**src/sscr_pkg.sv**
```systemverilog
// Shared constants and helper functions for the seven-segment clock raster.
// Holds canvas geometry, the segment code table and the decimal digit split.
// No dependencies.
package sscr_pkg;

  localparam int CanvasW   = 182;
  localparam int CanvasH   = 68;
  localparam int DigitW    = 32;
  localparam int BarThick  = 6;
  localparam int HBarLen   = 28;
  localparam int VBarLen   = 25;
  localparam int DotSize   = 8;
  localparam int DotX      = 82;
  localparam int DotTopY   = 16;
  localparam int DotBotY   = 36;
  localparam int NumCells  = 4;

  // Left edge of each digit cell: hours tens, hours ones, minutes tens, minutes ones.
  localparam logic [7:0] CELL_X [NumCells] = '{8'd0, 8'd40, 8'd100, 8'd140};

  // Segment bit positions within a segment code (a is the top bit).
  localparam int SegA = 6;
  localparam int SegB = 5;
  localparam int SegC = 4;
  localparam int SegD = 3;
  localparam int SegE = 2;
  localparam int SegF = 1;
  localparam int SegG = 0;

  typedef logic [6:0] seg_code_t;
  typedef logic [3:0] digit_t;

  // Seven-segment pattern for a decimal digit; codes above nine light nothing.
  function automatic seg_code_t seg_code(digit_t digit);
    seg_code_t s;
    case (digit)
      4'd0:    s = 7'b1111110;
      4'd1:    s = 7'b0110000;
      4'd2:    s = 7'b1101101;
      4'd3:    s = 7'b1111001;
      4'd4:    s = 7'b0110011;
      4'd5:    s = 7'b1011011;
      4'd6:    s = 7'b1011111;
      4'd7:    s = 7'b1110000;
      4'd8:    s = 7'b1111111;
      4'd9:    s = 7'b1111011;
      default: s = 7'b0000000;
    endcase
    return s;
  endfunction

  // Tens digit of a 7-bit value by reciprocal multiply (exact for all 7-bit values).
  function automatic digit_t tens_digit(logic [6:0] value);
    logic [14:0] prod;
    prod = 15'(value) * 15'd205;
    return digit_t'(prod[14:11]);
  endfunction

  function automatic digit_t ones_digit(logic [6:0] value, digit_t tens);
    logic [6:0] tens_x10;
    tens_x10 = {tens, 3'b000} - 7'(tens) - 7'(tens) + 7'(tens) + 7'(tens) + {2'b00, tens, 1'b0};
    return digit_t'(value - tens_x10);
  endfunction

  // End indent of a bar for offset k across it: 3,2,1,1,2,3.
  function automatic logic [1:0] taper(logic [2:0] k);
    logic [1:0] d;
    case (k)
      3'd0, 3'd5: d = 2'd3;
      3'd1, 3'd4: d = 2'd2;
      default:    d = 2'd1;
    endcase
    return d;
  endfunction

  // Tapered bar test on 8-bit coordinates.
  function automatic logic bar_hit(logic [7:0] across, logic [7:0] across_start,
                                   logic [7:0] along, logic [7:0] along_start,
                                   logic [7:0] len);
    logic [7:0] k;
    logic [7:0] d;
    k = across - across_start;
    d = 8'(taper(k[2:0]));
    return (across >= across_start) && (across < across_start + 8'(BarThick)) &&
           (along >= along_start + d) && (along <= along_start + len - d);
  endfunction

endpackage

```
**src/sscr_cell.sv**
```systemverilog
// One digit cell: decides whether a cell-local pixel lies on a lit segment.
// Depends on sscr_pkg for the segment table and bar geometry.
module sscr_cell import sscr_pkg::*; (
  input  digit_t     digit,
  input  logic [4:0] lx,
  input  logic [6:0] py,
  output logic       dark
);

  seg_code_t  seg;
  logic [7:0] x8;
  logic [7:0] y8;
  logic [7:0] right_x;

  assign seg     = seg_code(digit);
  assign x8      = 8'(lx);
  assign y8      = 8'(py);
  assign right_x = 8'(DigitW - BarThick);

  always_comb begin
    dark = 1'b0;
    if (seg[SegA] && bar_hit(y8, 8'd0, x8, 8'd2, 8'(HBarLen)))    dark = 1'b1;
    if (seg[SegB] && bar_hit(x8, right_x, y8, 8'd5, 8'(VBarLen)))  dark = 1'b1;
    if (seg[SegC] && bar_hit(x8, right_x, y8, 8'd32, 8'(VBarLen))) dark = 1'b1;
    if (seg[SegD] && bar_hit(y8, 8'd54, x8, 8'd2, 8'(HBarLen)))   dark = 1'b1;
    if (seg[SegE] && bar_hit(x8, 8'd0, y8, 8'd32, 8'(VBarLen)))    dark = 1'b1;
    if (seg[SegF] && bar_hit(x8, 8'd0, y8, 8'd5, 8'(VBarLen)))     dark = 1'b1;
    if (seg[SegG] && bar_hit(y8, 8'd27, x8, 8'd2, 8'(HBarLen)))   dark = 1'b1;
  end

endmodule

```
**src/sscr_raster.sv**
```systemverilog
// Pixel classifier: splits the time into digits, places four cells and the colon.
// Depends on sscr_pkg and sscr_cell.
module sscr_raster import sscr_pkg::*; (
  input  logic [7:0] pixel_x,
  input  logic [6:0] pixel_y,
  input  logic [6:0] hours_value,
  input  logic [6:0] minutes_value,
  input  logic       colon_on,
  output logic       pixel_dark
);

  digit_t              digits [NumCells];
  logic [NumCells-1:0] cell_dark;
  logic                in_canvas;
  logic                in_colon;

  assign digits[0] = tens_digit(hours_value);
  assign digits[1] = ones_digit(hours_value, digits[0]);
  assign digits[2] = tens_digit(minutes_value);
  assign digits[3] = ones_digit(minutes_value, digits[2]);

  for (genvar i = 0; i < NumCells; i++) begin : g_cell
    logic [7:0] lx_full;
    logic       in_cell;
    logic       hit;

    assign lx_full = pixel_x - CELL_X[i];
    assign in_cell = (pixel_x >= CELL_X[i]) && (pixel_x < CELL_X[i] + 8'(DigitW));

    sscr_cell u_cell (
      .digit (digits[i]),
      .lx    (lx_full[4:0]),
      .py    (pixel_y),
      .dark  (hit)
    );

    assign cell_dark[i] = in_cell && hit;
  end

  assign in_canvas = (pixel_x < 8'(CanvasW)) && (pixel_y < 7'(CanvasH));
  assign in_colon  = (pixel_x >= 8'(DotX)) && (pixel_x < 8'(DotX + DotSize)) &&
                     (((pixel_y >= 7'(DotTopY)) && (pixel_y < 7'(DotTopY + DotSize))) ||
                      ((pixel_y >= 7'(DotBotY)) && (pixel_y < 7'(DotBotY + DotSize))));

  assign pixel_dark = in_canvas && ((|cell_dark) || (colon_on && in_colon));

endmodule

```
**src/seven_segment_clock_pixel_raster.sv**
```systemverilog
// Top level of the seven-segment clock raster: input register, classifier, result register.
// Depends on sscr_pkg and sscr_raster.
//
// Usage: drive one pixel query per transfer on the s_axis channel; each query
// yields exactly one result transfer on the m_axis channel, in order.
// s_axis_tdata carries the coordinate and the time to show; m_axis_tdata bit 0
// says whether that pixel is dark (black segment or colon) or white.
// Path: a query accepted on s_axis is held in the input register, then moves
// into the result register and is offered on m_axis from there; a stall on
// m_axis can keep it in the input register in between.
// Throughput: one query per cycle while m_axis_tready is high, set by the
// combinational classifier between the input register and the result register.
// Stall: when m_axis_tready is low the result register holds; the input
// register keeps accepting until it too holds an item, then s_axis_tready
// drops. No item is lost or repeated.
// Reset: rst empties both registers; the block holds no other state and
// raises s_axis_tready as soon as reset is released.
module seven_segment_clock_pixel_raster import sscr_pkg::*; (
  input  logic        clk,
  input  logic        rst,
  input  logic        s_axis_tvalid,
  output logic        s_axis_tready,
  // [7:0] pixel_x, [14:8] pixel_y, [21:15] hours_value, [28:22] minutes_value,
  // [29] colon_on, [31:30] zero
  input  logic [31:0] s_axis_tdata,
  output logic        m_axis_tvalid,
  input  logic        m_axis_tready,
  // [0] pixel_dark, [7:1] zero
  output logic [7:0]  m_axis_tdata
);

  logic        in_valid;
  logic [7:0]  in_x;
  logic [6:0]  in_y;
  logic [6:0]  in_hours;
  logic [6:0]  in_minutes;
  logic        in_colon;
  logic        out_valid;
  logic        out_dark;
  logic        dark_next;
  logic        out_advance;
  logic        in_advance;

  assign out_advance   = !out_valid || m_axis_tready;
  assign in_advance    = !in_valid || out_advance;
  assign s_axis_tready = in_advance;

  always_ff @(posedge clk) begin
    if (rst) begin
      in_valid <= 1'b0;
    end else if (in_advance) begin
      in_valid <= s_axis_tvalid;
    end
  end

  always_ff @(posedge clk) begin
    if (in_advance && s_axis_tvalid) begin
      in_x       <= s_axis_tdata[7:0];
      in_y       <= s_axis_tdata[14:8];
      in_hours   <= s_axis_tdata[21:15];
      in_minutes <= s_axis_tdata[28:22];
      in_colon   <= s_axis_tdata[29];
    end
  end

  sscr_raster u_raster (
    .pixel_x       (in_x),
    .pixel_y       (in_y),
    .hours_value   (in_hours),
    .minutes_value (in_minutes),
    .colon_on      (in_colon),
    .pixel_dark    (dark_next)
  );

  always_ff @(posedge clk) begin
    if (rst) begin
      out_valid <= 1'b0;
    end else if (out_advance) begin
      out_valid <= in_valid;
    end
  end

  // Capture a result only when a query moves into the result register.
  always_ff @(posedge clk) begin
    if (out_advance && in_valid) begin
      out_dark <= dark_next;
    end
  end

  assign m_axis_tvalid = out_valid;
  assign m_axis_tdata  = {7'b0, out_dark};

`ifndef SYNTHESIS
  a_query_reaches_output: assert property (@(posedge clk) disable iff (rst)
    in_valid && out_advance |=> m_axis_tvalid)
    else $error("query in input register did not reach the result register");

  a_stall_holds_input: assert property (@(posedge clk) disable iff (rst)
    in_valid && m_axis_tvalid && !m_axis_tready |=> in_valid && $stable(in_x))
    else $error("input register changed while downstream stalled");

  a_off_canvas_white: assert property (@(posedge clk) disable iff (rst)
    in_valid && out_advance && (in_x >= 8'(CanvasW)) |=> !m_axis_tdata[0])
    else $error("pixel outside the canvas reported dark");
`endif

endmodule
```
**config.mk**
```make
export PLATFORM = sky130hd
export DESIGN_NAME = seven_segment_clock_pixel_raster
export DESIGN_NICKNAME = d
export VERILOG_FILES = /design/src/sscr_pkg.sv /design/src/sscr_cell.sv /design/src/sscr_raster.sv /design/src/seven_segment_clock_pixel_raster.sv
export SDC_FILE = /design/constraint.sdc
export NUM_CORES = 1
export LEC_CHECK = 0
export BUFFER_PORTS_ARGS = -buffer_cell sky130_fd_sc_hd__buf_2
export CORE_MARGIN = 3
export CORE_UTILIZATION = 32
export CTS_BUF_LIST = sky130_fd_sc_hd__clkbuf_8
export CTS_CLUSTER_SIZE = 20
export DETAILED_ROUTE_END_ITERATION = 8
export GPL_TIMING_DRIVEN = 1
export PLACE_DENSITY = 0.47
export REMOVE_ABC_BUFFERS = 1
export SYNTH_ARGS = -nofsm -noshare
export SYNTH_HDL_FRONTEND = slang
export SYNTH_SLANG_ARGS = --single-unit
```
**constraint.sdc**
```tcl
create_clock -name clk -period 10.84 [get_ports clk]
set_input_delay 1.084 -clock clk [delete_from_list [all_inputs] [get_ports clk]]
set_output_delay 1.084 -clock clk [all_outputs]
set_load 0.1 [all_outputs]
```
* After elaboration in Yosys (flattened, before gate mapping)
Memories as Yosys holds them, arrays and structs flattened.
Index checks and enable logic that the tools add are counted.
** Word-level totals
- Memories kept :: 4
- Bits of input ports :: 36
- Bits in writable memories :: 0
- Logic and storage cells :: 391
- Bits in latches :: 0
- Output and inout bits :: 10
- Register bits after elaboration :: 33
- Bits in read-only memories :: 448
** Memory list
- (name not given) :: words 16, width 7, read ports 1, clocked after Yosys merged registers in 0, write ports 0, line sscr_pkg.sv:36 : case (digit)
- (name not given) :: words 16, width 7, read ports 1, clocked after Yosys merged registers in 0, write ports 0, line sscr_pkg.sv:36
- (name not given) :: words 16, width 7, read ports 1, clocked after Yosys merged registers in 0, write ports 0, line sscr_pkg.sv:36
- (name not given) :: words 16, width 7, read ports 1, clocked after Yosys merged registers in 0, write ports 0, line sscr_pkg.sv:36
** Operators by class
- Bitwise gates (word level) :: 0
- Div/mod/pow operators :: 0
- Muxes and demuxes :: 39
- $lt $le $gt $ge :: 94
- Reduce and logical (&&, ||, !) cells :: 152
- Eq/ne operators :: 33
- Multipliers :: 2
- Shift operators :: 0
- Add/subtract/negate cells :: 59
** Operators by type and width (count)
- $le 7x8->1 :: 16
- $logic_and 1x1->1 :: 112
- $le 5x8->1 :: 12
- $eq 3x3->1 const B :: 22
- $sub 5x2->6 const A :: 11
- $ge 5x3->1 :: 12
- $add 6x2->7 const A :: 8
- $ge 7x4->1 :: 8
- $ge 7x7->1 :: 8
- $sub 6x2->7 const A :: 8
- $pmux 2 s2 :: 11
- $reduce_or 2->1 :: 22
- $eq 3x1->1 const B :: 11
- $logic_not 3->1 :: 11
- $add 3x2->4 const A :: 8
- $mul 7x8->15 const B :: 2
- $mux 1 :: 28
- $add 4x4->4 :: 6
- $lt 5x6->1 const B :: 4
- $lt 8x8->1 const B :: 3
- $sub 4x4->4 :: 6
- $lt 7x6->1 const B :: 3
- $ge 5x1->1 const B :: 4
- $ge 5x5->1 const B :: 4
- 21 further kinds :: 39

* Longest topological paths before layout
Gate-level depths: netlist of run 1.
- Word-level depth :: 20
- Gate-level depth with buffers :: 28
- Depth with buffers taken out :: 28

* Modules after synthesis
From an unflattened synthesis of run 1, not the netlist that was laid out.
** Unflattened totals
- Cell total of the unflattened synthesis :: 1129
- Area, all modules :: 9688.0 um^2
** By module, submodules not included
- sscr_raster :: cells each 275, sequential area each 0.0 um^2, area an instance 2514.9 um^2, instances 1
- sscr_cell at u_raster.g_cell[2].u_cell :: cells each 206, sequential area each 0.0 um^2, area an instance 1555.2 um^2, instances 1
- sscr_cell at u_raster.g_cell[3].u_cell :: cells each 198, sequential area each 0.0 um^2, area an instance 1527.7 um^2, instances 1
- sscr_cell at u_raster.g_cell[0].u_cell :: cells each 205, sequential area each 0.0 um^2, area an instance 1515.2 um^2, instances 1
- sscr_cell at u_raster.g_cell[1].u_cell :: cells each 195, sequential area each 0.0 um^2, area an instance 1476.4 um^2, instances 1
- seven_segment_clock_pixel_raster :: cells each 50, sequential area each 970.9 um^2, area an instance 1098.6 um^2, instances 1

* Worst setup path before layout of run 1
No wires, ideal clock.
- Path type :: register -> register
- Start point :: register in_hours[4]
- End point :: register out_dark, data pin
- Required time :: 10.574 ns
- Cell stages (with the launch flop) :: 28
- Buffers on the path :: 0
- Clock period less this slack :: 7.093 ns
- Arrival :: 6.827 ns
- Path slack :: 3.747 ns
- Setup time :: 0.266 ns
- Cell sequence :: edfxtp_1 ha_1 ha_1 fa_1 inv_1 fa_1 inv_1 ha_1 or4_1 o22a_1 a31o_1 a21oi_2 xnor2_1 inv_1 ha_1 inv_1 fa_1 inv_1 fa_1 inv_1 ha_1 inv_1 nor3_1 a2111oi_0 o211ai_1 a311oi_1 a2111oi_2 or3b_1
** On the way
- Cells in the longest elaborated chain, start to end :: 20
- Elaborated cells on any way between the ends :: 42
- Classes of those cells :: 6 x add/sub; 1 x mul; 14 x mux; 19 x reduce/logical; 2 x memory
** RTL lines
- start: declaration :: line seven_segment_clock_pixel_raster.sv:35 : logic [6:0] in_hours;
- start signal: assignment :: line seven_segment_clock_pixel_raster.sv:60 : in_hours <= s_axis_tdata[21:15];
- $mul 7x8->15 (*) :: line sscr_pkg.sv:55 : prod = 15'(value) * 15'd205;
- $sub 4x4->4 (2 in a row) :: line sscr_pkg.sv:61 : tens_x10 = {tens, 3'b000} - 7'(tens) - 7'(tens) + 7'(tens) + 7'(tens) + {2'b00, tens, 1'b0};
- $add 4x4->4 (3 in a row) :: line sscr_pkg.sv:61
- $sub 4x4->4 :: line sscr_pkg.sv:62 : return digit_t'(value - tens_x10);
- $mem_v2 16x7
- $logic_and 1x1->1 :: line sscr_cell.sv:22 : if (seg[SegA] && bar_hit(y8, 8'd0, x8, 8'd2, 8'(HBarLen))) dark = 1'b1;
- $mux 1 :: line sscr_cell.sv:22
- $mux 1 :: line sscr_cell.sv:23 : if (seg[SegB] && bar_hit(x8, right_x, y8, 8'd5, 8'(VBarLen))) dark = 1'b1;
- [2 not listed]
- $mux 1 :: line sscr_cell.sv:26 : if (seg[SegE] && bar_hit(x8, 8'd0, y8, 8'd32, 8'(VBarLen))) dark = 1'b1;
- $mux 1 :: line sscr_cell.sv:27 : if (seg[SegF] && bar_hit(x8, 8'd0, y8, 8'd5, 8'(VBarLen))) dark = 1'b1;
- $mux 1 :: line sscr_cell.sv:28 : if (seg[SegG] && bar_hit(y8, 8'd27, x8, 8'd2, 8'(HBarLen))) dark = 1'b1;
- $logic_and 1x1->1 :: line sscr_raster.sv:37 : assign cell_dark[i] = in_cell && hit;
- $reduce_or 4->1 (*) :: line sscr_raster.sv:45 : assign pixel_dark = in_canvas && ((|cell_dark) || (colon_on && in_colon));
- $logic_or 1x1->1 (*) :: line sscr_raster.sv:45
- $logic_and 1x1->1 (*) :: line sscr_raster.sv:45
- via dark_next :: line seven_segment_clock_pixel_raster.sv:40 : logic dark_next;
- end signal: assignment :: line seven_segment_clock_pixel_raster.sv:86 : out_dark <= dark_next;
- end: declaration :: line seven_segment_clock_pixel_raster.sv:39 : logic out_dark;
Mark *: on every way through the listed nets, which the timed path passes. The rest lies on a longest branch.
A chain may end at the register's enable or synchronous reset.

* Worst setup path after layout of run 1
- Start point :: register in_hours[2]
- End point :: register out_dark, data pin
** On the way
- Cells in the longest elaborated chain, start to end :: 20
- Elaborated cells on any way between the ends :: 42
- Classes of those cells :: 6 x add/sub; 1 x mul; 14 x mux; 19 x reduce/logical; 2 x memory
** RTL lines (line)
- $mul 7x8->15 :: sscr_pkg.sv:55
- $sub 4x4->4 (2 in a row) :: sscr_pkg.sv:61
- $add 4x4->4 (3 in a row) :: sscr_pkg.sv:61
- $sub 4x4->4 :: sscr_pkg.sv:62
- $mem_v2 16x7
- $logic_and 1x1->1 :: sscr_cell.sv:22
- $mux 1 :: sscr_cell.sv:22
- $mux 1 :: sscr_cell.sv:23
- [2 not listed]
- $mux 1 :: sscr_cell.sv:26
- $mux 1 :: sscr_cell.sv:27
- $mux 1 :: sscr_cell.sv:28
- $logic_and 1x1->1 :: sscr_raster.sv:37
- $reduce_or 4->1 (*) :: sscr_raster.sv:45
- $logic_or 1x1->1 (*) :: sscr_raster.sv:45
- $logic_and 1x1->1 (*) :: sscr_raster.sv:45
- via dark_next :: seven_segment_clock_pixel_raster.sv:40
Marks and branches as above.

==> results of run 1 <==
-- metal layers --
metal	vias up	global-route usage, %	wire, um
met5	-	0	0
met4	0	1.81	102
met2	112	23.4	7510
li1	2950	-	-
met1	2639	23.0	9460
met3	10	1.20	597
-- layout make-up --
class,instances,area share [%]
inverter,116,5.70
clock buffer,5,0.901
timing repair buffer,40,2.75
clock inverter,3,0.491
multi-input combinational,643,72.9
tap,275,4.50
sequential,33,12.7
-- critical path, cell delays in order (launching register included) --
cell and delay, ps:
sky130_fd_sc_hd__edfxtp_1 520, sky130_fd_sc_hd__ha_1 390, sky130_fd_sc_hd__ha_1 290, sky130_fd_sc_hd__inv_1 50, sky130_fd_sc_hd__fa_1 430, sky130_fd_sc_hd__fa_1 490
sky130_fd_sc_hd__inv_1 40, sky130_fd_sc_hd__ha_1 210, sky130_fd_sc_hd__or4_1 500, sky130_fd_sc_hd__o22a_1 180, sky130_fd_sc_hd__a31o_1 230, sky130_fd_sc_hd__a21oi_2 140
sky130_fd_sc_hd__xnor2_1 260, sky130_fd_sc_hd__inv_1 180, sky130_fd_sc_hd__ha_1 310, sky130_fd_sc_hd__inv_1 50, sky130_fd_sc_hd__fa_1 520, sky130_fd_sc_hd__inv_1 60
sky130_fd_sc_hd__fa_1 640, sky130_fd_sc_hd__inv_1 120, sky130_fd_sc_hd__ha_1 310, sky130_fd_sc_hd__inv_1 80, sky130_fd_sc_hd__nor3_1 50, sky130_fd_sc_hd__a2111oi_0 370
sky130_fd_sc_hd__o211ai_1 160, sky130_fd_sc_hd__a311oi_1 330, sky130_fd_sc_hd__a2111oi_2 90, sky130_fd_sc_hd__or3b_1 410
-- power by group through the flow --
stage               Clock [mW]  Combinational [mW]  Sequential [mW]
finish                   0.110               0.993            0.166
global route             0.119                1.14            0.168
CTS                      0.114                1.00            0.166
detailed placement           0               0.997            0.169
global placement             0                1.00            0.169
floorplan                    0               0.784            0.175
-- cell families after synthesis --
| family | synth area share (%) |
|---|---|
| fa+ha+maj | 38.4 |
| simple gates | 14.4 |
| compound gates | 19.9 |
| buf+inv | 7.80 |
| flops | 13.7 |
| xor+xnor | 4.60 |
| mux | 1.13 |
| other cells | 0.0530 |
-- sequential cells by signal (all words and copies together) (netlist names) --
name           flops
in_y               7
in_minutes         7
in_valid           1
in_colon           1
in_hours           7
out_dark           1
m_axis_tvalid      1
in_x               8
-- cell usage after synthesis, types with 9 or more instances --
master | instances | area, um^2
sky130_fd_sc_hd__o21ai_0 | 36 | 180
sky130_fd_sc_hd__ha_1 | 181 | 2260
sky130_fd_sc_hd__nor2_1 | 45 | 169
sky130_fd_sc_hd__a211oi_1 | 10 | 75.1
sky130_fd_sc_hd__nor2b_1 | 12 | 75.1
sky130_fd_sc_hd__inv_1 | 116 | 435
sky130_fd_sc_hd__or2_2 | 9 | 56.3
sky130_fd_sc_hd__edfxtp_1 | 31 | 931
sky130_fd_sc_hd__nand2_1 | 57 | 214
sky130_fd_sc_hd__nor3_1 | 13 | 65.1
sky130_fd_sc_hd__a21oi_1 | 29 | 145
sky130_fd_sc_hd__xnor2_1 | 21 | 184
sky130_fd_sc_hd__and2_1 | 9 | 56.3
sky130_fd_sc_hd__nand3_1 | 16 | 80.1
sky130_fd_sc_hd__clkbuf_1 | 11 | 41.3
sky130_fd_sc_hd__fa_1 | 22 | 440
-- path summary, 6_finish.rpt --
kind / endpoint / cells past startpoint / startpoint / slack (ps)
worst max-delay path: out_dark / 27 / in_hours[2] / 3150
worst min-delay path: m_axis_tvalid / 2 / in_valid / 510
worst max register to register: out_dark / 27 / in_hours[2] / 3150
worst min register to register: m_axis_tvalid / 2 / in_valid / 510
==> impl_summary.log, run 1 <==
INFO  metric initial_utilization = 33.1%
INFO  metric min_period = 7690 ps
INFO  metric cts_hold_buf = 0
INFO  metric timing.final.crit_share = 70.9%
INFO  metric cell_internal_pwr = 0.639 mW
INFO  metric routabilityCongestion = 0.826
INFO  metric clk_latency_worst_skew_pair = 280 ps
INFO  metric cts_inserted_buffers = 5
INFO  metric count_of_state_elements_after_synthesis = 33
INFO  metric cts_sinks = 33
INFO  metric nets = 1078
INFO  metric final_cell_mix = sky130_fd_sc_hd__ha_1 (181), sky130_fd_sc_hd__inv_1 (117), sky130_fd_sc_hd__nand2_1 (57)
INFO  metric dr.first_iter.drc_count = 288
INFO  metric gr-usage-all-layers = 14.9%
INFO  metric synth-seq-area-share = 13.7%
INFO  metric floorplan.core_area = 21400 um^2
INFO  metric crit_end_element = flop
INFO  metric post_cts_resize_count = 0
INFO  metric timing.final.max_slew_violations = 0
INFO  metric insertedDiodeCount = 0
INFO  metric flow.area_growth_from_synthesis = 8.01%
INFO  metric holdCritPathClass = flop to flop
INFO  metric pwr-share-clk = 8.6%
INFO  metric die_h = 155 um
INFO  metric final_util = 35.8%
INFO  metric totalWireLength = 17700 um
INFO  metric grt_antenna_before_repair = 0
INFO  metric power.switching = 0.629 mW
INFO  metric post-route-drc-count = 0
INFO  metric hold_viol = 0
INFO  metric comb_power_share = 78.2%
INFO  metric synth-edff-count = 31
INFO  metric fin_setup_tns = 0 ps
INFO  metric seq_power_share = 13.1%
INFO  metric multi_input_area = 5570 um^2
INFO  metric placedInstanceArea = 7530 um^2
INFO  metric run_status = completed
INFO  metric power.switching_fraction = 49.6%
INFO  metric timing.slew.headroom = 46.3%
INFO  metric detailedPlace.worstSlack = 3160 ps
INFO  metric numPlacedInstances = 1107
INFO  metric synth-async-reset-ratio = 0%
INFO  metric clockBufferDepth = 2
INFO  metric p_leak = 3.72 nW
INFO  metric power = 1.27 mW
INFO  metric max_freq = 130 MHz
INFO  metric boundaryPins = 46
INFO  metric synth_warnings = 0
INFO  metric timing.critical_path.fanout_max = 7
INFO  metric final.setup.worst_slack = 3150 ps
INFO  metric filler_cell_count = 2276
INFO  metric timing.clock.skew = 5.80 ps
INFO  metric core.rowCount = 53
INFO  metric cts.reportedPaths.clkPinSlew = 70 ps
INFO  metric firstDrtPassIters = 4
INFO  metric synth_top_flop_cell = sky130_fd_sc_hd__edfxtp_1
INFO  metric ctsHtreeMaxLevel = 2
INFO  metric vias_per_cell = 5.12
INFO  metric synth_area = 7070 um^2
INFO  metric path_class = flop to flop
INFO  metric peakVddDrop = 0.124 mV
INFO  metric timing.max_cap.violations = 0
INFO  metric layout.area.seq = 971 um^2
INFO  metric mostFrequentLayoutCell = sky130_fd_sc_hd__ha_1
INFO  metric tightest_slew = 806 ps
INFO  metric data_required_time_of_the_worst_path = 10860 ps
INFO  metric pin_count_of_the_biggest_net_entering_global_routing = 24
INFO  metric post_route_cells_drive_above_1_share = 9.29%
INFO  metric cts_tree = built
INFO  metric timing.critical_path.arrival = 7710 ps
INFO  metric stdcell_area = 7640 um^2
INFO  metric globalRouteOverflowTotal = 0
INFO  metric number_of_global_route_vias_before_repair = 5692
INFO  metric final_cells = 1115
INFO  metric die_width = 155 um
INFO  metric synthesis.area_per_instance = 8.75 um^2
INFO  metric unrepaired_setup_endpoints_after_global_routing = no
INFO  metric finalHoldWorstSlack = 511 ps
INFO  metric post_drt_wl_per_cell = 15.8 um
INFO  metric grt_pass1_wl = 29500 um
INFO  metric port_buffers = 36
INFO  metric design.die.area = 23900 um^2
INFO  metric routed-via-count = 5711
INFO  metric postRouteAntennaNets = 0
INFO  metric cts_root_buffer = sky130_fd_sc_hd__clkbuf_8
INFO  metric buffers_inserted_during_post_cts_setup_optimization = 0
INFO  metric setup-violations-final = 0
INFO  metric synthCells = 808
INFO  metric power_density = 166 nW/um^2
INFO  metric hpwlAfterDp = 14700 um
INFO  metric ys_types = 84
INFO  metric worstSetupStartpointType = flop
Note: power is estimated with default switching activity, not from simulation.
==> run 2, diff against run 1 <==
Settings changed: PLACE_DENSITY 0.47 to 0.48.
Clock period 10.84 ns to 6.5 ns, I/O delays scaled along.
==> impl_summary.log, run 2 (synthesis results as in run 1) <==
INFO  metric comb_power_share = 82.3% (+4.1 points)
INFO  metric holdCritPathClass = flop to flop
INFO  metric power.switching_fraction = 45.1% (-4.5 points)
INFO  metric unrepaired_setup_endpoints_after_global_routing = yes
INFO  metric routabilityCongestion = 0.860 (+4.1%)
INFO  metric post_drt_wl_per_cell = 15.6 um (-1.4%)
INFO  metric port_buffers = 36 (unchanged)
INFO  metric flow.area_growth_from_synthesis = 17.2%
INFO  metric numPlacedInstances = 1159 (+4.7%)
INFO  metric cts_tree = built
INFO  metric seq_power_share = 10.8% (-2.3 points)
INFO  metric peakVddDrop = 0.224 mV (+80%)
INFO  metric largest_register_ff_count = 8 (unchanged)
INFO  metric insertedDiodeCount = 0 (unchanged)
INFO  metric filler_cell_count = 2254 (-0.97%)
INFO  metric power_density = 310 nW/um^2 (+87%)
INFO  metric cell_internal_pwr = 1.41 mW (+120%)
INFO  metric detailedPlace.worstSlack = -601 ps (-3760 ps)
INFO  metric postRouteAntennaNets = 0 (unchanged)
INFO  metric globalRouteOverflowTotal = 0 (unchanged)
INFO  metric cts_root_buffer = sky130_fd_sc_hd__clkbuf_8
INFO  metric core.rowCount = 53 (unchanged)
INFO  metric timing.final.max_slew_violations = 0 (unchanged)
INFO  metric final.setup.worst_slack = -229 ps (-3380 ps)
INFO  metric min_period = 6730 ps (-960 ps)
INFO  metric grtUsageMet1 = 22.8% (-0.16 points)
INFO  metric timing.final.crit_share = 104% (+33 points)
INFO  metric floorplan.core_area = 21400 um^2 (unchanged)
INFO  metric timing.critical_path.fanout_max = 2 (-5)
INFO  metric timing.critical_path.slowest_cell_delay = 530 ps (-110 ps)
INFO  metric timing.slew.headroom = 46.9% (+0.62 points)
INFO  metric power = 2.57 mW (+100%)
INFO  metric regMostFlops = in_x
INFO  metric firstDrtPassIters = 5 (+1)
INFO  metric clockBufferDepth = 2 (unchanged)
INFO  metric global_route.usage.met2 = 24.9% (+1.5 points)
INFO  metric vias_per_cell = 5.14 (+0.32%)
INFO  metric worstSetupStartpointType = flop
INFO  metric initial_utilization = 33.1% (unchanged)
INFO  metric pin_count_of_the_biggest_net_entering_global_routing = 31 (+29%)
INFO  metric totalWireLength = 18400 um (+4.1%)
INFO  metric grt_antenna_before_repair = 0 (unchanged)
INFO  metric failing_checks = setup timing
INFO  metric tightest_slew = 797 ps (-9.37 ps)
INFO  metric stdcell_area = 8290 um^2 (+8.5%)
INFO  metric path_class = flop to flop
INFO  metric most_used_routing_layer_in_global_routing = met2
INFO  metric worst_path_max_delay_cell = sky130_fd_sc_hd__fa_1
INFO  metric ctsHtreeMaxLevel = 2 (unchanged)
INFO  metric hpwlAfterDp = 15100 um (+2.6%)
INFO  metric power.switching = 1.16 mW (+84%)
INFO  metric cts_hold_buf = 0 (unchanged)
INFO  metric setup-violations-final = 1 (+1)
INFO  metric mostFrequentLayoutCell = sky130_fd_sc_hd__ha_1
INFO  metric timing.critical_path.arrival = 6740 ps (-970 ps)
INFO  metric max_freq = 149 MHz (+14%)
INFO  metric die_h = 155 um (unchanged)
INFO  metric final_cells = 1177 (+5.6%)
INFO  metric dr.first_iter.drc_count = 290 (+0.69%)
INFO  metric nets = 1140 (+5.8%)
INFO  metric number_of_global_route_vias_before_repair = 5968 (+4.8%)
INFO  metric boundaryPins = 46 (unchanged)
INFO  metric gr-usage-all-layers = 15.2% (+0.28 points)
INFO  metric design.die.area = 23900 um^2 (unchanged)
INFO  metric die_width = 155 um (unchanged)
INFO  metric cts_sinks = 33 (unchanged)
INFO  metric cts_inserted_buffers = 5 (unchanged)
INFO  metric post_route_cells_drive_above_1_share = 18.3% (+9.0 points)
INFO  metric crit_end_element = flop
INFO  metric post-route-drc-count = 0 (unchanged)
INFO  metric p_leak = 4.03 nW (+8.2%)
INFO  metric final_cell_mix = sky130_fd_sc_hd__ha_1 (170), sky130_fd_sc_hd__inv_1 (113), sky130_fd_sc_hd__buf_4 (61)
INFO  metric grt_pass1_wl = 30400 um (+3.2%)
INFO  metric timing.clock.skew = 3.45 ps (-2.35 ps)
INFO  metric use_met3 = 0.895% (-0.31 points)
INFO  metric placedInstanceArea = 7920 um^2 (+5.2%)
INFO  metric hold_viol = 0 (unchanged)
INFO  metric clk_latency_worst_skew_pair = 270 ps (about the same)
INFO  metric timing.max_cap.violations = 0 (unchanged)
INFO  metric cts.reportedPaths.clkPinSlew = 60 ps (about the same)
INFO  metric data_required_time_of_the_worst_path = 6510 ps (-4350 ps)
INFO  metric run_status = finished with violations
INFO  metric pwr-share-clk = 6.9% (-1.7 points)
INFO  metric routed-via-count = 6048 (+5.9%)
run 2: cell types whose count changed in the layout (fill, tap and decap cells not counted), moves of 4 or more:
cell                    delta
sky130_fd_sc_hd__buf_4    +57
sky130_fd_sc_hd__ha_1     -11
sky130_fd_sc_hd__ha_4      +9
sky130_fd_sc_hd__buf_6     +5
sky130_fd_sc_hd__inv_1     -4
sky130_fd_sc_hd__inv_2     +4
run 2: repair_timing:
item,CTS,global route
pin swaps,25,0
setup buffers,10,0
endpoints found under the hold margin,0,0
gates resized for setup,30,3
endpoints found under the setup margin,1,1
run 2: per-layer routing:
metal  routed length (um)  part of all wire [%]
met3                  468                   2.5
met4                  105                  0.57
met2                 8130                    44
met5                    0                     0
met1                 9680                    53
run 2: layout make-up:
cell class | instances | area, um^2 | area share (%)
clock buffer | 5 | 68.8 | 0.830
clock inverter | 3 | 37.5 | 0.453
inverter | 116 | 435 | 5.25
multi-input combinational | 643 | 5740 | 69.2
sequential | 33 | 971 | 11.7
tap | 275 | 344 | 4.15
timing repair buffer | 102 | 694 | 8.38
run 2: critical path, delay by kind of cell (launching register included):
kind	cells	cell delay, ps
adder cells (fa/ha/maj)	9	3190
AO/OA/AOI/OAI	8	1200
AND/OR/NAND/NOR	3	890
buffers and inverters	9	630
flip-flops	1	420
XOR/XNOR	1	150
run 2: worst paths after layout:
path / startpoint / to / slack, ps / depth (start not counted)
worst max-delay path: in_hours[5] / out_dark / -230 / 30
worst min-delay path: in_valid / m_axis_tvalid / 510 / 2
worst min register to register: in_valid / m_axis_tvalid / 510 / 2
worst max register to register: in_hours[5] / out_dark / -230 / 30
run 2: through the flow:
| step | util (%) | TNS [ps] | hold slack [ps] |
|---|---|---|---|
| after floorplan | - | -593 | 478 |
| after global placement | 37.1 | -517 | 508 |
| after detailed placement | 37.1 | -601 | 511 |
| after CTS | 38.7 | -188 | 515 |
| after global routing | 38.8 | -581 | 534 |
| final | 38.8 | -229 | 509 |
run 2: power by group through the flow:
stage	combinational (mW)	clock (mW)	sequential, mW
finish	2.12	0.179	0.277
detailed placement	1.98	0	0.280
global placement	1.98	0	0.281
global route	2.38	0.196	0.279
CTS	2.10	0.185	0.277
floorplan	1.31	0	0.292
==> run 3, diff against run 2 <==
Settings changed: ABC_AREA set to 1.
==> impl_summary.log, run 3 <==
INFO  metric run_status = completed
INFO  metric numPlacedInstances = 1386 (+20%)
INFO  metric final_cells = 1401 (+19%)
INFO  metric placedInstanceArea = 7940 um^2 (+0.21%)
INFO  metric grt_pass1_wl = 30900 um (+1.7%)
INFO  metric flow.area_growth_from_synthesis = 9.41%
INFO  metric die_h = 158 um (+2.3%)
INFO  metric boundaryPins = 46 (unchanged)
INFO  metric vias_per_cell = 4.66 (-9.3%)
INFO  metric p_leak = 4.51 nW (+12%)
INFO  metric die_width = 158 um (+2.3%)
INFO  metric fin_setup_tns = 0 ps (+229 ps)
INFO  metric synth_area = 7420 um^2 (+4.9%)
INFO  metric min_period = 6070 ps (-658 ps)
INFO  metric final_util = 35.7% (-3.1 points)
INFO  metric filler_cell_count = 2496 (+11%)
INFO  metric gr-usage-all-layers = 15.3% (+0.11 points)
INFO  metric initial_utilization = 32.7% (-0.46 points)
INFO  metric peakVddDrop = 0.137 mV (-39%)
INFO  metric power_density = 281 nW/um^2 (-9.3%)
INFO  metric cts_inserted_buffers = 5 (unchanged)
INFO  metric synthCells = 1066 (+32%)
INFO  metric clockBufferDepth = 2 (unchanged)
INFO  metric cts_sinks = 33 (unchanged)
INFO  metric setup-violations-final = 0 (-1)
INFO  metric synth_warnings = 0 (unchanged)
INFO  metric synth.top_cell.area_share = 30.5% (-1.5 points)
INFO  metric clk_latency_worst_skew_pair = 320 ps (+50 ps)
INFO  metric finalHoldWorstSlack = 485 ps (-24.0 ps)
INFO  metric power.switching_fraction = 55.3% (+10 points)
INFO  metric timing.critical_path.arrival = 6240 ps (-500 ps)
INFO  metric design.die.area = 25000 um^2 (+4.7%)
INFO  metric post_synth_most_frequent_cells = sky130_fd_sc_hd__nand2_1 (260), sky130_fd_sc_hd__inv_1 (202), sky130_fd_sc_hd__ha_1 (181)
INFO  metric hpwlAfterDp = 15700 um (+3.8%)
INFO  metric postRouteAntennaNets = 0 (unchanged)
INFO  metric synth-seq-area-share = 13.1% (-0.64 points)
INFO  metric globalRouteOverflowTotal = 0 (unchanged)
INFO  metric synth_top_flop_cell = sky130_fd_sc_hd__edfxtp_1
INFO  metric cts_hold_buf = 0 (unchanged)
INFO  metric pin_count_of_the_biggest_net_entering_global_routing = 31 (unchanged)
INFO  metric detailedPlace.worstSlack = 178 ps (+779 ps)
INFO  metric floorplan.core_area = 22700 um^2 (+6.4%)
INFO  metric synth-edff-count = 31 (unchanged)
INFO  metric timing.clock.skew = 20.2 ps (+16.8 ps)
INFO  metric path_class = flop to flop
INFO  metric pwr-share-clk = 9.5% (+2.6 points)
INFO  metric worst_path_max_delay_cell = sky130_fd_sc_hd__fa_2
INFO  metric synth.most_common_cell = sky130_fd_sc_hd__nand2_1
INFO  metric final.setup.worst_slack = 429 ps (+658 ps)
INFO  metric crit_end_element = flop
INFO  metric cts.reportedPaths.clkPinSlew = 80 ps (+20 ps)
INFO  metric timing.final.max_slew_violations = 0 (unchanged)
INFO  metric synth_area_leaders = sky130_fd_sc_hd__ha_1 (31%), sky130_fd_sc_hd__nand2_1 (13%), sky130_fd_sc_hd__edfxtp_1 (13%), sky130_fd_sc_hd__inv_1 (10%), sky130_fd_sc_hd__fa_1 (5.9%)
INFO  metric holdCritPathClass = flop to flop
INFO  metric max_freq = 165 MHz (+11%)
INFO  metric totalWireLength = 18700 um (+1.4%)
INFO  metric nets = 1353 (+19%)
INFO  metric timing.slew.headroom = 59.4% (+13 points)
INFO  metric routabilityCongestion = 0.834 (-3.1%)
INFO  metric port_buffers = 36 (unchanged)
INFO  metric cts_tree = built
INFO  metric dr.first_iter.drc_count = 328 (+13%)
INFO  metric post_drt_wl_per_cell = 13.3 um (-15%)
INFO  metric routed-via-count = 6530 (+8.0%)
INFO  metric stdcell_area = 8110 um^2 (-2.1%)
INFO  metric seq_power_share = 11.6% (+0.8 points)
INFO  metric tightest_slew = 604 ps (-193 ps)
INFO  metric cell_internal_pwr = 1.02 mW (-28%)
INFO  metric final_cell_mix = sky130_fd_sc_hd__nand2_1 (259), sky130_fd_sc_hd__inv_1 (202), sky130_fd_sc_hd__ha_1 (181)
INFO  metric firstDrtPassIters = 5 (unchanged)
INFO  metric synthesis.area_per_instance = 6.96 um^2 (-21%)
INFO  metric ys_types = 45 (-46%)
INFO  metric comb_power_share = 78.9% (-3.4 points)
INFO  metric post-route-drc-count = 0 (unchanged)
INFO  metric core.rowCount = 55 (+3.8%)
INFO  metric hold_viol = 0 (unchanged)
INFO  metric regMostFlops = in_x
INFO  metric timing.final.crit_share = 93.4% (-10 points)
INFO  metric unrepaired_setup_endpoints_after_global_routing = no
INFO  metric timing.critical_path.fanout_max = 5 (+3)
INFO  metric data_required_time_of_the_worst_path = 6670 ps (+160 ps)
INFO  metric power.switching = 1.26 mW (+8.8%)
INFO  metric r2r_setup_slack = 430 ps (+660 ps)
INFO  metric critical-path-top-cell-by-count = sky130_fd_sc_hd__nand2_1
INFO  metric power = 2.28 mW (-11%)
INFO  metric timing.critical_path.slowest_cell_delay = 580 ps (+50 ps)
INFO  metric largest_register_ff_count = 8 (unchanged)
INFO  metric timing.max_cap.violations = 0 (unchanged)
INFO  metric grt_antenna_before_repair = 3 (+3)
INFO  metric ctsHtreeMaxLevel = 2 (unchanged)
INFO  metric cts_root_buffer = sky130_fd_sc_hd__clkbuf_8
INFO  metric synth-async-reset-ratio = 0% (unchanged)
INFO  metric mostFrequentLayoutCell = sky130_fd_sc_hd__nand2_1
INFO  metric yosysTopAreaCell = sky130_fd_sc_hd__ha_1
INFO  metric worstSetupStartpointType = flop
INFO  metric count_of_state_elements_after_synthesis = 33 (unchanged)
INFO  metric post_route_cells_drive_above_1_share = 8.79% (-9.5 points)
INFO  metric number_of_global_route_vias_before_repair = 6239 (+4.5%)
==> run 3: cell families after synthesis <==
group                      count (synthesis)  synth area share [%]
muxes                                      1                 0.135
adders and majority gates                203                  36.5
xor gates and xnor gates                   9                  1.06
and+or+nand+nor                          477                  28.0
buffers and inverters                    219                  11.5
AOI/OAI and AO/OA                        123                  9.62
DFF                                       33                  13.1
other                                      1                0.0506
==> run 3: final cells by class <==
class	instances	area, um^2	area share, %
Antenna cell	1	2.50	0.0308
Clock buffer	5	68.8	0.848
Clock inverter	3	46.3	0.571
Inverter	206	773	9.53
Multi-Input combinational cell	820	5630	69.3
Sequential cell	33	971	12.0
Tap cell	285	357	4.39
Timing Repair Buffer	48	270	3.33
==> run 3: routing by layer <==
layer	GRT usage [%]	wire [um]	up-vias
met4	2.09	182	4
met2	25.2	8250	98
met3	2.71	759	15
met1	21.6	9440	2886
li1	-	-	3527
met5	0	21	-
==> run 3: worst max-delay path: cells and delay by family (launching register included) <==
kind,cells,cell delay [ps]
buffers and inverters,7,480
and+or+nand+nor,14,1340
adders and majority gates,9,3610
AOI/OAI and AO/OA,1,60
DFF,1,460
==> run 3: power groups by stage <==
stage / clock, mW / sequential [mW] / combinational [mW]
floorplan: 0 / 0.282 / 1.44
global placement: 0 / 0.272 / 1.80
detailed placement: 0 / 0.272 / 1.81
CTS: 0.222 / 0.267 / 1.82
global route: 0.230 / 0.268 / 2.13
finish: 0.217 / 0.266 / 1.80
==> run 3: final timing paths <==
kind,startpoint,end,cells past startpoint
max reg2reg,in_minutes[4],out_dark,31
max,in_minutes[4],out_dark,31
min,in_valid,m_axis_tvalid,2
min reg2reg,in_valid,m_axis_tvalid,2
==> run 3: what timing repair did <==
item                                    CTS  global route
buffers inserted                          0             6
endpoints found under the setup margin    0             1
resized for setup                         0             4
